## src/rtl/bcpa_pkg.sv

```systemverilog
// ============================================================================
// bcpa_pkg
// Shared types and constants of the contiguous page allocator.
// ============================================================================
`default_nettype none

package bcpa_pkg;

  localparam int DEF_REGIONS   = 2;
  localparam int DEF_MAX_PAGES = 1024;
  localparam int PAGE_OFS_BITS = 12;

  // Request commands; any other code is a size query.
  localparam logic [1:0] CMD_ALLOC = 2'd0;
  localparam logic [1:0] CMD_FREE  = 2'd1;

  // Result status codes.
  localparam logic [2:0] ST_OK      = 3'd0;
  localparam logic [2:0] ST_BAD     = 3'd1;
  localparam logic [2:0] ST_NOMEM   = 3'd2;
  localparam logic [2:0] ST_NORUN   = 3'd3;
  localparam logic [2:0] ST_BADADDR = 3'd4;

  // Configuration register indexes.
  localparam logic [2:0] REG_REGIONS = 3'd0;
  localparam logic [2:0] REG_FIRST   = 3'd1;
  localparam logic [2:0] REG_LAST    = 3'd4;

  // Outcome of the request check.
  typedef enum logic [2:0] {
    CHK_BAD,
    CHK_ZERO,
    CHK_NOMEM,
    CHK_RANGE,
    CHK_QUERY,
    CHK_ALLOC,
    CHK_FREE
  } chk_t;

  typedef struct packed {
    logic load;
    logic check;
    logic scan_start;
    logic scan_eval;
    logic scan_miss;
    logic fill_step;
    logic commit_alloc;
    logic free_start;
    logic free_step;
    logic commit_free;
    logic clear_step;
    logic emit;
  } ctl_t;

  typedef struct packed {
    logic clr_busy;
    chk_t chk;
    logic scan_fail;
    logic hit;
    logic found;
    logic fill_last;
    logic free_last;
  } stat_t;

endpackage

`default_nettype wire

```

## src/rtl/bcpa_ctrl.sv

```systemverilog
// ============================================================================
// bcpa_ctrl
// Sequencer of the allocator: clearing sweeps, check, scan, fill and free.
// ============================================================================
`default_nettype none

module bcpa_ctrl (
  input  wire logic            clk,
  input  wire logic            rst,
  input  wire logic            in_valid,
  output logic                 in_ready,
  output logic                 out_valid,
  input  wire logic            out_ready,
  input  wire bcpa_pkg::stat_t st,
  output bcpa_pkg::ctl_t       ctl
);

  typedef enum logic [8:0] {
    S_IDLE  = 9'b000000001,
    S_CLEAR = 9'b000000010,
    S_CHECK = 9'b000000100,
    S_SCHK  = 9'b000001000,
    S_SRD   = 9'b000010000,
    S_SEV   = 9'b000100000,
    S_FILL  = 9'b001000000,
    S_FREE  = 9'b010000000,
    S_FIN   = 9'b100000000
  } state_t;

  state_t state, state_next;

  assign in_ready = (state == S_IDLE) && !st.clr_busy;

  always_comb begin
    state_next = state;
    ctl = '0;
    case (state)
      S_IDLE: begin
        if (st.clr_busy) begin
          state_next = S_CLEAR;
        end else if (in_valid) begin
          ctl.load = 1'b1;
          state_next = S_CHECK;
        end
      end
      S_CLEAR: begin
        if (st.clr_busy) begin
          ctl.clear_step = 1'b1;
        end else begin
          state_next = S_IDLE;
        end
      end
      S_CHECK: begin
        ctl.check = 1'b1;
        case (st.chk)
          bcpa_pkg::CHK_ALLOC: begin
            ctl.scan_start = 1'b1;
            state_next = S_SCHK;
          end
          bcpa_pkg::CHK_FREE: begin
            ctl.free_start = 1'b1;
            state_next = S_FREE;
          end
          default: state_next = S_FIN;
        endcase
      end
      S_SCHK: begin
        if (st.scan_fail) begin
          ctl.scan_miss = 1'b1;
          state_next = S_FIN;
        end else begin
          state_next = S_SRD;
        end
      end
      S_SRD: state_next = S_SEV;
      S_SEV: begin
        ctl.scan_eval = 1'b1;
        state_next = (!st.hit && st.found) ? S_FILL : S_SCHK;
      end
      S_FILL: begin
        ctl.fill_step = 1'b1;
        if (st.fill_last) begin
          ctl.commit_alloc = 1'b1;
          state_next = S_FIN;
        end
      end
      S_FREE: begin
        ctl.free_step = 1'b1;
        if (st.free_last) begin
          ctl.commit_free = 1'b1;
          state_next = S_FIN;
        end
      end
      S_FIN: begin
        if (!out_valid || out_ready) begin
          ctl.emit = 1'b1;
          state_next = S_IDLE;
        end
      end
      default: state_next = S_IDLE;
    endcase
  end

  always_ff @(posedge clk) begin
    if (rst) begin
      state <= S_IDLE;
      out_valid <= 1'b0;
    end else begin
      state <= state_next;
      if (ctl.emit) begin
        out_valid <= 1'b1;
      end else if (out_ready) begin
        out_valid <= 1'b0;
      end
    end
  end

endmodule

`default_nettype wire

```

## src/rtl/bcpa_dp.sv

```systemverilog
// ============================================================================
// bcpa_dp
// Datapath: region registers, byte counters, page bitmap and search logic.
// ============================================================================
`default_nettype none

module bcpa_dp #(
  parameter int REGIONS   = bcpa_pkg::DEF_REGIONS,
  parameter int MAX_PAGES = bcpa_pkg::DEF_MAX_PAGES
) (
  input  wire logic            clk,
  input  wire logic            rst,
  input  wire logic            cfg_write,
  input  wire logic [2:0]      cfg_index,
  input  wire logic [35:0]     cfg_data,
  input  wire logic [1:0]      command,
  input  wire logic [1:0]      region_index,
  input  wire logic [31:0]     request_bytes,
  input  wire logic [31:0]     align_bytes,
  input  wire logic [47:0]     free_address,
  input  wire bcpa_pkg::ctl_t  ctl,
  output bcpa_pkg::stat_t      st,
  output logic [2:0]           status,
  output logic [47:0]          alloc_address,
  output logic [22:0]          free_bytes,
  output logic [22:0]          used_bytes,
  output logic [22:0]          total_bytes
);

  localparam int PW   = $clog2(MAX_PAGES + 1);
  localparam int IW   = PW + 1;
  localparam int RW   = (REGIONS > 1) ? $clog2(REGIONS) : 1;
  localparam int AW   = $clog2(REGIONS * MAX_PAGES);
  localparam int CW   = PW + bcpa_pkg::PAGE_OFS_BITS;
  localparam int CLRW = $clog2(MAX_PAGES);
  localparam logic [CW-1:0] LIM = CW'(MAX_PAGES) << bcpa_pkg::PAGE_OFS_BITS;

  function automatic logic [CW-1:0] setup_bytes(input logic [10:0] pg);
    return (32'(pg) <= MAX_PAGES) ? CW'({pg, 12'h000}) : '0;
  endfunction

  function automatic logic [AW-1:0] maddr(input logic [RW-1:0] r, input logic [IW-1:0] pg);
    return AW'(r) * AW'(MAX_PAGES) + AW'(pg);
  endfunction

  // Region registers and counters.
  logic [1:0]      rin_use;
  logic [35:0]     base_page [REGIONS];
  logic [10:0]     pages     [REGIONS];
  logic [CW-1:0]   free_cnt  [REGIONS];
  logic [CW-1:0]   used_cnt  [REGIONS];
  logic [REGIONS-1:0] clr_pend;
  logic [CLRW-1:0] clr_page;
  logic [RW-1:0]   clr_reg;

  // Latched request.
  logic [1:0]  q_cmd;
  logic [1:0]  q_ridx;
  logic [31:0] q_size;
  logic [31:0] q_align;
  logic [47:0] q_addr;

  // Working registers.
  logic [IW-1:0] s, p, mb, ph;
  logic [2:0]    res_status;
  logic [47:0]   res_addr;
  logic          res_ok;
  logic          rd;

  logic mem [REGIONS*MAX_PAGES];

  // Configuration decode.
  logic [2:0]    cfg_r;
  logic          cfg_hit;
  logic [RW-1:0] cfg_ri;
  logic [10:0]   setup_pg;

  assign cfg_r   = (cfg_index - bcpa_pkg::REG_FIRST) >> 1;
  assign cfg_hit = cfg_write && cfg_index >= bcpa_pkg::REG_FIRST &&
                   cfg_index <= bcpa_pkg::REG_LAST && 32'(cfg_r) < REGIONS;
  assign cfg_ri  = RW'(cfg_r);
  assign setup_pg = !cfg_index[0] ? cfg_data[10:0] : pages[cfg_ri];

  always_comb begin
    clr_reg = '0;
    for (int i = REGIONS - 1; i >= 0; i--) begin
      if (clr_pend[i]) clr_reg = RW'(i);
    end
  end

  // Request decode.
  logic          idx_ok, ok;
  logic [RW-1:0] rg;
  logic [10:0]   npg;
  logic [IW-1:0] npg_i;
  logic [47:0]   base_b, off;
  logic [22:0]   total_b;
  logic [20:0]   size_pg, align_pg, ap_raw;
  logic [IW-1:0] want_i, ap_i, start_i, fend;
  logic [IW:0]   fsum;
  logic          range_bad;
  bcpa_pkg::chk_t chk;

  assign idx_ok  = (q_ridx < rin_use) && (32'(q_ridx) < REGIONS);
  assign rg      = idx_ok ? RW'(q_ridx) : '0;
  assign npg     = pages[rg];
  assign npg_i   = IW'(npg);
  assign ok      = idx_ok && npg != 11'd0 && 32'(npg) <= MAX_PAGES;
  assign base_b  = {base_page[rg], 12'h000};
  assign total_b = {npg, 12'h000};
  assign size_pg  = 21'((33'(q_size) + 33'd4095) >> bcpa_pkg::PAGE_OFS_BITS);
  assign align_pg = 21'((33'(q_align) + 33'd4095) >> bcpa_pkg::PAGE_OFS_BITS);
  assign ap_raw   = (q_align > 32'd4096) ? align_pg : 21'd1;
  // Alignments beyond the region all behave alike: any blocked page ends the search.
  assign ap_i     = (32'(ap_raw) > MAX_PAGES) ? IW'(MAX_PAGES + 1) : IW'(ap_raw);
  assign want_i   = IW'(size_pg);
  assign range_bad = (q_addr < base_b) ||
                     ((49'(q_addr) + 49'(q_size)) > (49'(base_b) + 49'(total_b)));
  assign off     = q_addr - base_b;
  assign start_i = IW'(off >> bcpa_pkg::PAGE_OFS_BITS);
  assign fsum    = (IW+1)'(start_i) + (IW+1)'(want_i);
  assign fend    = (fsum > (IW+1)'(npg_i)) ? npg_i : IW'(fsum);

  always_comb begin
    if (!ok) begin
      chk = bcpa_pkg::CHK_BAD;
    end else if ((q_cmd == bcpa_pkg::CMD_ALLOC || q_cmd == bcpa_pkg::CMD_FREE) &&
                 q_size == 32'd0) begin
      chk = bcpa_pkg::CHK_ZERO;
    end else if (q_cmd == bcpa_pkg::CMD_ALLOC) begin
      chk = (q_size > 32'(free_cnt[rg])) ? bcpa_pkg::CHK_NOMEM : bcpa_pkg::CHK_ALLOC;
    end else if (q_cmd == bcpa_pkg::CMD_FREE) begin
      chk = range_bad ? bcpa_pkg::CHK_RANGE : bcpa_pkg::CHK_FREE;
    end else begin
      chk = bcpa_pkg::CHK_QUERY;
    end
  end

  logic [IW-1:0] s_jump;
  logic [32:0]   free_sum;
  assign s_jump   = mb + ap_i;
  assign free_sum = 33'(free_cnt[rg]) + 33'(q_size);

  always_comb begin
    st.clr_busy  = |clr_pend;
    st.chk       = chk;
    st.scan_fail = ((IW+1)'(s) + (IW+1)'(want_i)) > (IW+1)'(npg_i);
    st.hit       = rd;
    st.found     = ((IW+1)'(p) + (IW+1)'(1) - (IW+1)'(s)) == (IW+1)'(want_i);
    st.fill_last = ((IW+1)'(p) + (IW+1)'(1)) == ((IW+1)'(s) + (IW+1)'(want_i));
    st.free_last = ((IW+1)'(p) + (IW+1)'(1)) >= (IW+1)'(fend);
  end

  // Bitmap: one write port, one registered read port.
  logic          mem_we, mem_wd;
  logic [AW-1:0] waddr, raddr;
  assign mem_we = ctl.clear_step || ctl.fill_step || ctl.free_step;
  assign mem_wd = ctl.fill_step;
  assign waddr  = ctl.clear_step ? maddr(clr_reg, IW'(clr_page)) : maddr(rg, p);
  assign raddr  = maddr(rg, p);

  always_ff @(posedge clk) begin
    if (mem_we) mem[waddr] <= mem_wd;
    rd <= mem[raddr];
  end

  always_ff @(posedge clk) begin
    if (rst) begin
      rin_use  <= '0;
      clr_pend <= '1;
      clr_page <= '0;
      for (int i = 0; i < REGIONS; i++) begin
        base_page[i] <= '0;
        pages[i]     <= '0;
        free_cnt[i]  <= '0;
        used_cnt[i]  <= '0;
      end
    end else begin
      if (ctl.clear_step) begin
        if (clr_page == CLRW'(MAX_PAGES - 1)) begin
          clr_page <= '0;
          clr_pend[clr_reg] <= 1'b0;
        end else begin
          clr_page <= clr_page + 1'b1;
        end
      end
      if (ctl.commit_alloc) begin
        free_cnt[rg] <= free_cnt[rg] - CW'(q_size);
        used_cnt[rg] <= used_cnt[rg] + CW'(q_size);
      end
      if (ctl.commit_free) begin
        free_cnt[rg] <= (free_sum > 33'(LIM)) ? LIM : CW'(free_sum);
        used_cnt[rg] <= (32'(used_cnt[rg]) > q_size) ? used_cnt[rg] - CW'(q_size) : '0;
      end
      // Setting a region up again frees all its pages.
      if (cfg_write && cfg_index == bcpa_pkg::REG_REGIONS) rin_use <= cfg_data[1:0];
      if (cfg_hit) begin
        if (cfg_index[0]) base_page[cfg_ri] <= cfg_data;
        else pages[cfg_ri] <= cfg_data[10:0];
        free_cnt[cfg_ri] <= setup_bytes(setup_pg);
        used_cnt[cfg_ri] <= '0;
        clr_pend[cfg_ri] <= 1'b1;
      end
    end
  end

  always_ff @(posedge clk) begin
    if (ctl.load) begin
      q_cmd   <= command;
      q_ridx  <= region_index;
      q_size  <= request_bytes;
      q_align <= align_bytes;
      q_addr  <= free_address;
    end
    if (ctl.check) begin
      res_ok   <= ok;
      res_addr <= '0;
      case (chk)
        bcpa_pkg::CHK_BAD, bcpa_pkg::CHK_ZERO: res_status <= bcpa_pkg::ST_BAD;
        bcpa_pkg::CHK_NOMEM: res_status <= bcpa_pkg::ST_NOMEM;
        bcpa_pkg::CHK_RANGE: res_status <= bcpa_pkg::ST_BADADDR;
        default:             res_status <= bcpa_pkg::ST_OK;
      endcase
    end
    if (ctl.scan_start) begin
      s  <= '0;
      p  <= '0;
      mb <= '0;
      ph <= '0;
    end
    if (ctl.scan_miss) res_status <= bcpa_pkg::ST_NORUN;
    if (ctl.scan_eval) begin
      if (rd) begin
        // Restart at the next aligned page past the blocked one.
        s  <= s_jump;
        p  <= s_jump;
        mb <= s_jump;
        ph <= '0;
      end else if (st.found) begin
        p <= s;
      end else begin
        p <= p + 1'b1;
        if (ph + 1'b1 == ap_i) begin
          ph <= '0;
          mb <= p + 1'b1;
        end else begin
          ph <= ph + 1'b1;
        end
      end
    end
    if (ctl.free_start) p <= start_i;
    if (ctl.fill_step || ctl.free_step) p <= p + 1'b1;
    if (ctl.commit_alloc) res_addr <= base_b + (48'(s) << bcpa_pkg::PAGE_OFS_BITS);
    if (ctl.emit) begin
      status        <= res_status;
      alloc_address <= res_addr;
      free_bytes    <= res_ok ? 23'(free_cnt[rg]) : '0;
      used_bytes    <= res_ok ? 23'(used_cnt[rg]) : '0;
      total_bytes   <= res_ok ? total_b : '0;
    end
  end

endmodule

`default_nettype wire

```

## src/rtl/bitmap_contiguous_page_allocator_top.sv

```systemverilog
// ============================================================================
// bitmap_contiguous_page_allocator_top
// First-fit aligned contiguous page allocator over per-region page bitmaps.
// ============================================================================
//
//  Channel  Handshake               Payload
//  in       in_valid / in_ready     command, region_index, request_bytes,
//                                   align_bytes, free_address
//  out      out_valid / out_ready   status, alloc_address, free_bytes,
//                                   used_bytes, total_bytes
//  cfg      cfg_write               cfg_index, cfg_data
//
//  One request at a time. A query or rejected request is loaded, checked and
//  finished; an allocate probes pages in scan check, read and evaluate, then
//  marks the run's pages on success or finishes on a miss; a free clears its
//  pages one at a time. After reset the bitmap is swept, one page a cycle,
//  over REGIONS*MAX_PAGES pages; each set-up sweeps its own region. A result
//  waits in the output register while the next request is accepted.
`default_nettype none

module bitmap_contiguous_page_allocator_top #(
  parameter int REGIONS   = bcpa_pkg::DEF_REGIONS,
  parameter int MAX_PAGES = bcpa_pkg::DEF_MAX_PAGES
) (
  input  wire logic        clk,
  input  wire logic        rst,
  input  wire logic        cfg_write,
  input  wire logic [2:0]  cfg_index,
  input  wire logic [35:0] cfg_data,
  input  wire logic        in_valid,
  output logic             in_ready,
  input  wire logic [1:0]  command,
  input  wire logic [1:0]  region_index,
  input  wire logic [31:0] request_bytes,
  input  wire logic [31:0] align_bytes,
  input  wire logic [47:0] free_address,
  output logic             out_valid,
  input  wire logic        out_ready,
  output logic [2:0]       status,
  output logic [47:0]      alloc_address,
  output logic [22:0]      free_bytes,
  output logic [22:0]      used_bytes,
  output logic [22:0]      total_bytes
);

  bcpa_pkg::ctl_t  ctl;
  bcpa_pkg::stat_t st;

  bcpa_ctrl u_ctrl (
    .clk       (clk),
    .rst       (rst),
    .in_valid  (in_valid),
    .in_ready  (in_ready),
    .out_valid (out_valid),
    .out_ready (out_ready),
    .st        (st),
    .ctl       (ctl)
  );

  bcpa_dp #(
    .REGIONS   (REGIONS),
    .MAX_PAGES (MAX_PAGES)
  ) u_dp (
    .clk           (clk),
    .rst           (rst),
    .cfg_write     (cfg_write),
    .cfg_index     (cfg_index),
    .cfg_data      (cfg_data),
    .command       (command),
    .region_index  (region_index),
    .request_bytes (request_bytes),
    .align_bytes   (align_bytes),
    .free_address  (free_address),
    .ctl           (ctl),
    .st            (st),
    .status        (status),
    .alloc_address (alloc_address),
    .free_bytes    (free_bytes),
    .used_bytes    (used_bytes),
    .total_bytes   (total_bytes)
  );

endmodule

`default_nettype wire

```

## config.mk

```make
export PLATFORM = sky130hd
export DESIGN_NAME = bitmap_contiguous_page_allocator_top
export DESIGN_NICKNAME = d
export VERILOG_FILES = /design/src/rtl/bcpa_pkg.sv /design/src/rtl/bcpa_ctrl.sv /design/src/rtl/bcpa_dp.sv /design/src/rtl/bitmap_contiguous_page_allocator_top.sv
export SDC_FILE = /design/constraint.sdc
export NUM_CORES = 2
export LEC_CHECK = 0
export BUFFER_PORTS_ARGS = -buffer_cell sky130_fd_sc_hd__buf_4
export CORE_MARGIN = 2
export CORE_UTILIZATION = 25
export CTS_CLUSTER_DIAMETER = 40
export DETAILED_ROUTE_END_ITERATION = 8
export PLACE_DENSITY_LB_ADDON = 0.2
export SYNTH_ARGS = -nofsm -noshare
export SYNTH_HDL_FRONTEND = slang
export SYNTH_HIERARCHICAL = 1
export SYNTH_SLANG_ARGS = --single-unit
export TNS_END_PERCENT = 10
```

## constraint.sdc

```tcl
create_clock -name clk -period 150.8 [get_ports clk]
set_input_delay 22.62 -clock clk [delete_from_list [all_inputs] [get_ports clk]]
set_output_delay 22.62 -clock clk [all_outputs]
set_load 0.02 [all_outputs]
```

==> impl_metrics.yaml <==
setup_path:
  slowest_stage: "nor2_1"
  endpoint_kind: "flop"
  critPathMaxFanout: 77
  cp-start-kind: "primary input"
  crit_chain: "buf_4 > inv_1 > ha_1 > nor3_2 > buf_4 > nor2_1 > nand2_1 > nor2_1 > a21oi_1 > o31ai_1 > o2bb2ai_1"
  critPathMaxStageDelay_ns: 1.19
  critPathKind: "primary input to flop"
  worstPathArrival_ns: 27.22
  startpoint: "cfg_index[0]"
  r2r-start: "u_dp/q_ridx[1]"
  crit_required_ns: 151.63
logic_synthesis:
  synth-seq-cells: 2559
  syn_area_mm2: 0.126
  synth_cell_type_count: 122
  yosys_warnings: 6
  synth_cells: 10200
  synth_enable_flop_cells: 2425
  synth_ff_type: "edfxtp_1"
  syn_area_per_cell_um2: 12.3
  seq_area_frac_synth_pct: 60.1
  synthArstFlopShare_pct: 0
run:
  cap_violations: 0
clock_tree:
  worstSkewPairLatency_ns: 1.02
  root_buffer: "clkbuf_16"
  clkTransAtPathRegs_ns: 0.05
  cts_hold_buf: 0
  cts_buffers: 422
  clock-sinks: 2559
  ctsResizeCount: 0
  postCtsSetupRepairBufs: 0
  cts_tree: "done"
  h-tree-depth: 5
  clk_path_buf_depth: 4
timing:
  slew_headroom_pct: 7.06
  fin_setup_tns_ns: 0
  min_period_over_period_pct: 17.5
  rsz0062_at_grt: "false"
  slew_viol_final: 0
  fmax_mhz: 37.9
  hold_viol: 0
  finClkSkew_ns: 0.124
  setup_viol: 0
  tightest_slew_ns: 1.39
  finalCriticalPeriod_ns: 26.40
  whs_ns: 0.373
place:
  dpl.hpwl_um: 256000
  place_congestion: 0.875
  io_buffers: 257
detailed_routing:
  first_pass_iters: 6
  drt_iter0_markers: 8438
  drc_errors: 0
  drt_wl_total_um: 446000
  via_per_inst: 4.99
  wl_per_cell_um: 25.7
  vias: 86600
  final_antenna_net_count: 0
run_status:
  status: "finished, final reports clean"
cells_and_area:
  syn2layout_area_growth_pct: 18.7
  layout_commonest_cell: "edfxtp_1"
  fin_util_pct: 29.8
  final_cell_mix: "edfxtp_1 (2425), nor2_1 (2395), mux2i_1 (515)"
  drive_gt1_share_pct: 15.2
  nets: 10800
global_routing:
  grt_use_total_pct: 16.9
  antenna_found_initial: 25
  grt_start_max_net_pins: 275
  grt_overflow_total: 0
  met2_usage_pct: 28.3
  use_met1_pct: 22.4
  grt_pass1_wl_um: 628000
  first_global_vias: 86100
  grtUsageMet3_pct: 2.24
  busiest_layer: "met2"
floorplanning:
  die_y_um: 713
  dieArea_mm2: 0.508
  start_util_pct: 25.1
  std_cell_rows: 260
  core_area_mm2: 0.501
  fp.dieW_um: 713
  ios: 282
pwr:
  pwr_density_cell_mw_per_mm2: 12.3
  peakVddDrop_v: 0.0000103
  p_sw_share_pct: 22.5
  p_leak_nw: 49.6
  combPwrFrac_pct: 3.4
  p_sw_mw: 0.411
  p_seq_share_pct: 42.3
  internal_power_mw: 1.42
  p_clk_share_pct: 54.3
min_path:
  min_from: "u_dp/res_addr[20]"
  hold_path_class: "flop to flop"
stage by stage:
step                      worst slack (ns)  instance area, µm²  total power [mW]  cells
after floorplan                      93.06              126000             0.823  10300
after global placement              123.54              134000             0.848  16600
after detailed placement            123.40              134000             0.848  16600
after CTS                           124.48              149000              1.85  17400
after global routing                124.19              149000              1.88  17400
final                               124.40              149000              1.83  17400
synth_stat cells, types with 145 or more instances:
master / n / share of area (%)
edfxtp_1: 2425 / 58
a21oi_1: 377 / 1.5
o21ai_0: 190 / 0.76
mux2i_1: 515 / 4.1
clkbuf_1: 500 / 1.5
o221ai_1: 224 / 1.6
nor3_1: 157 / 0.63
ha_1: 325 / 3.2
nor2_1: 2411 / 7.2
mux4_2: 346 / 6.2
inv_1: 199 / 0.59
xnor2_1: 145 / 1.0
nand2_1: 469 / 1.4
power by group through the flow:
stage                     logic [mW]  registers, mW  clock network (mW)
after CTS                     0.0620          0.772                1.01
after detailed placement      0.0616          0.787                   0
final                         0.0624          0.773               0.993
after floorplan               0.0377          0.786                   0
after global routing          0.0673          0.772                1.04
after global placement        0.0615          0.786                   0
final timing paths:
check                                               to  slack, ns  cells after the start
worst max-delay path              u_dp/free_cnt[1][20]     124.40                     11
worst min-delay path            u_dp/alloc_address[20]       0.37                      0
worst max register to register    u_dp/free_cnt[1][20]     138.38                     41
worst min register to register  u_dp/alloc_address[20]       0.37                      0
metal layers:
| metal | routed length [µm] | vias to the layer above |
|---|---|---|
| met3 | 24900 | 655 |
| met1 | 193000 | 45000 |
| met5 | 13 | - |
| met2 | 213000 | 2900 |
| li1 | - | 38100 |
| met4 | 15200 | 2 |
critical path, delay by kind of cell:
family | cells | cell delay, ns
compound gates | 3 | 0.45
buf+inv | 3 | 0.83
simple gates | 4 | 2.41
fa+ha+maj | 1 | 0.85
cell type report:
class | instances | area, µm²
Fill cell | 50800 | 352000
Sequential cell | 2559 | 75500
Multi-Input combinational cell | 6696 | 46500
Clock buffer | 482 | 10900
Tap cell | 6681 | 8360
Clock inverter | 310 | 3820
Timing Repair Buffer | 432 | 3380
Inverter | 203 | 777
Antenna cell | 5 | 12.5
logic make-up (layout without fill, tap and decap cells):
logic type / after synthesis / count (layout) / share of synthesized area, %
buf+inv: 1000 / 1427 / 3.37
compound gates: 1505 / 1505 / 8.27
mux: 868 / 868 / 10.4
flops: 2559 / 2559 / 60.1
simple gates: 3718 / 3718 / 12.8
xor+xnor: 243 / 243 / 1.73
fa+ha+maj: 337 / 337 / 3.41
other cells: 2 / 30 / 0.00597
flip-flops by register name, summed over array words and instances, names as in the netlist, 36 cells and up:
signal              cells
u_dp/free_cnt          46
u_dp/alloc_address     36
u_dp/mem             2048
u_dp/base_page         72
u_dp/res_addr          36
u_dp/q_addr            48
u_dp/used_cnt          46
Power figures use the tool's default switching activity.
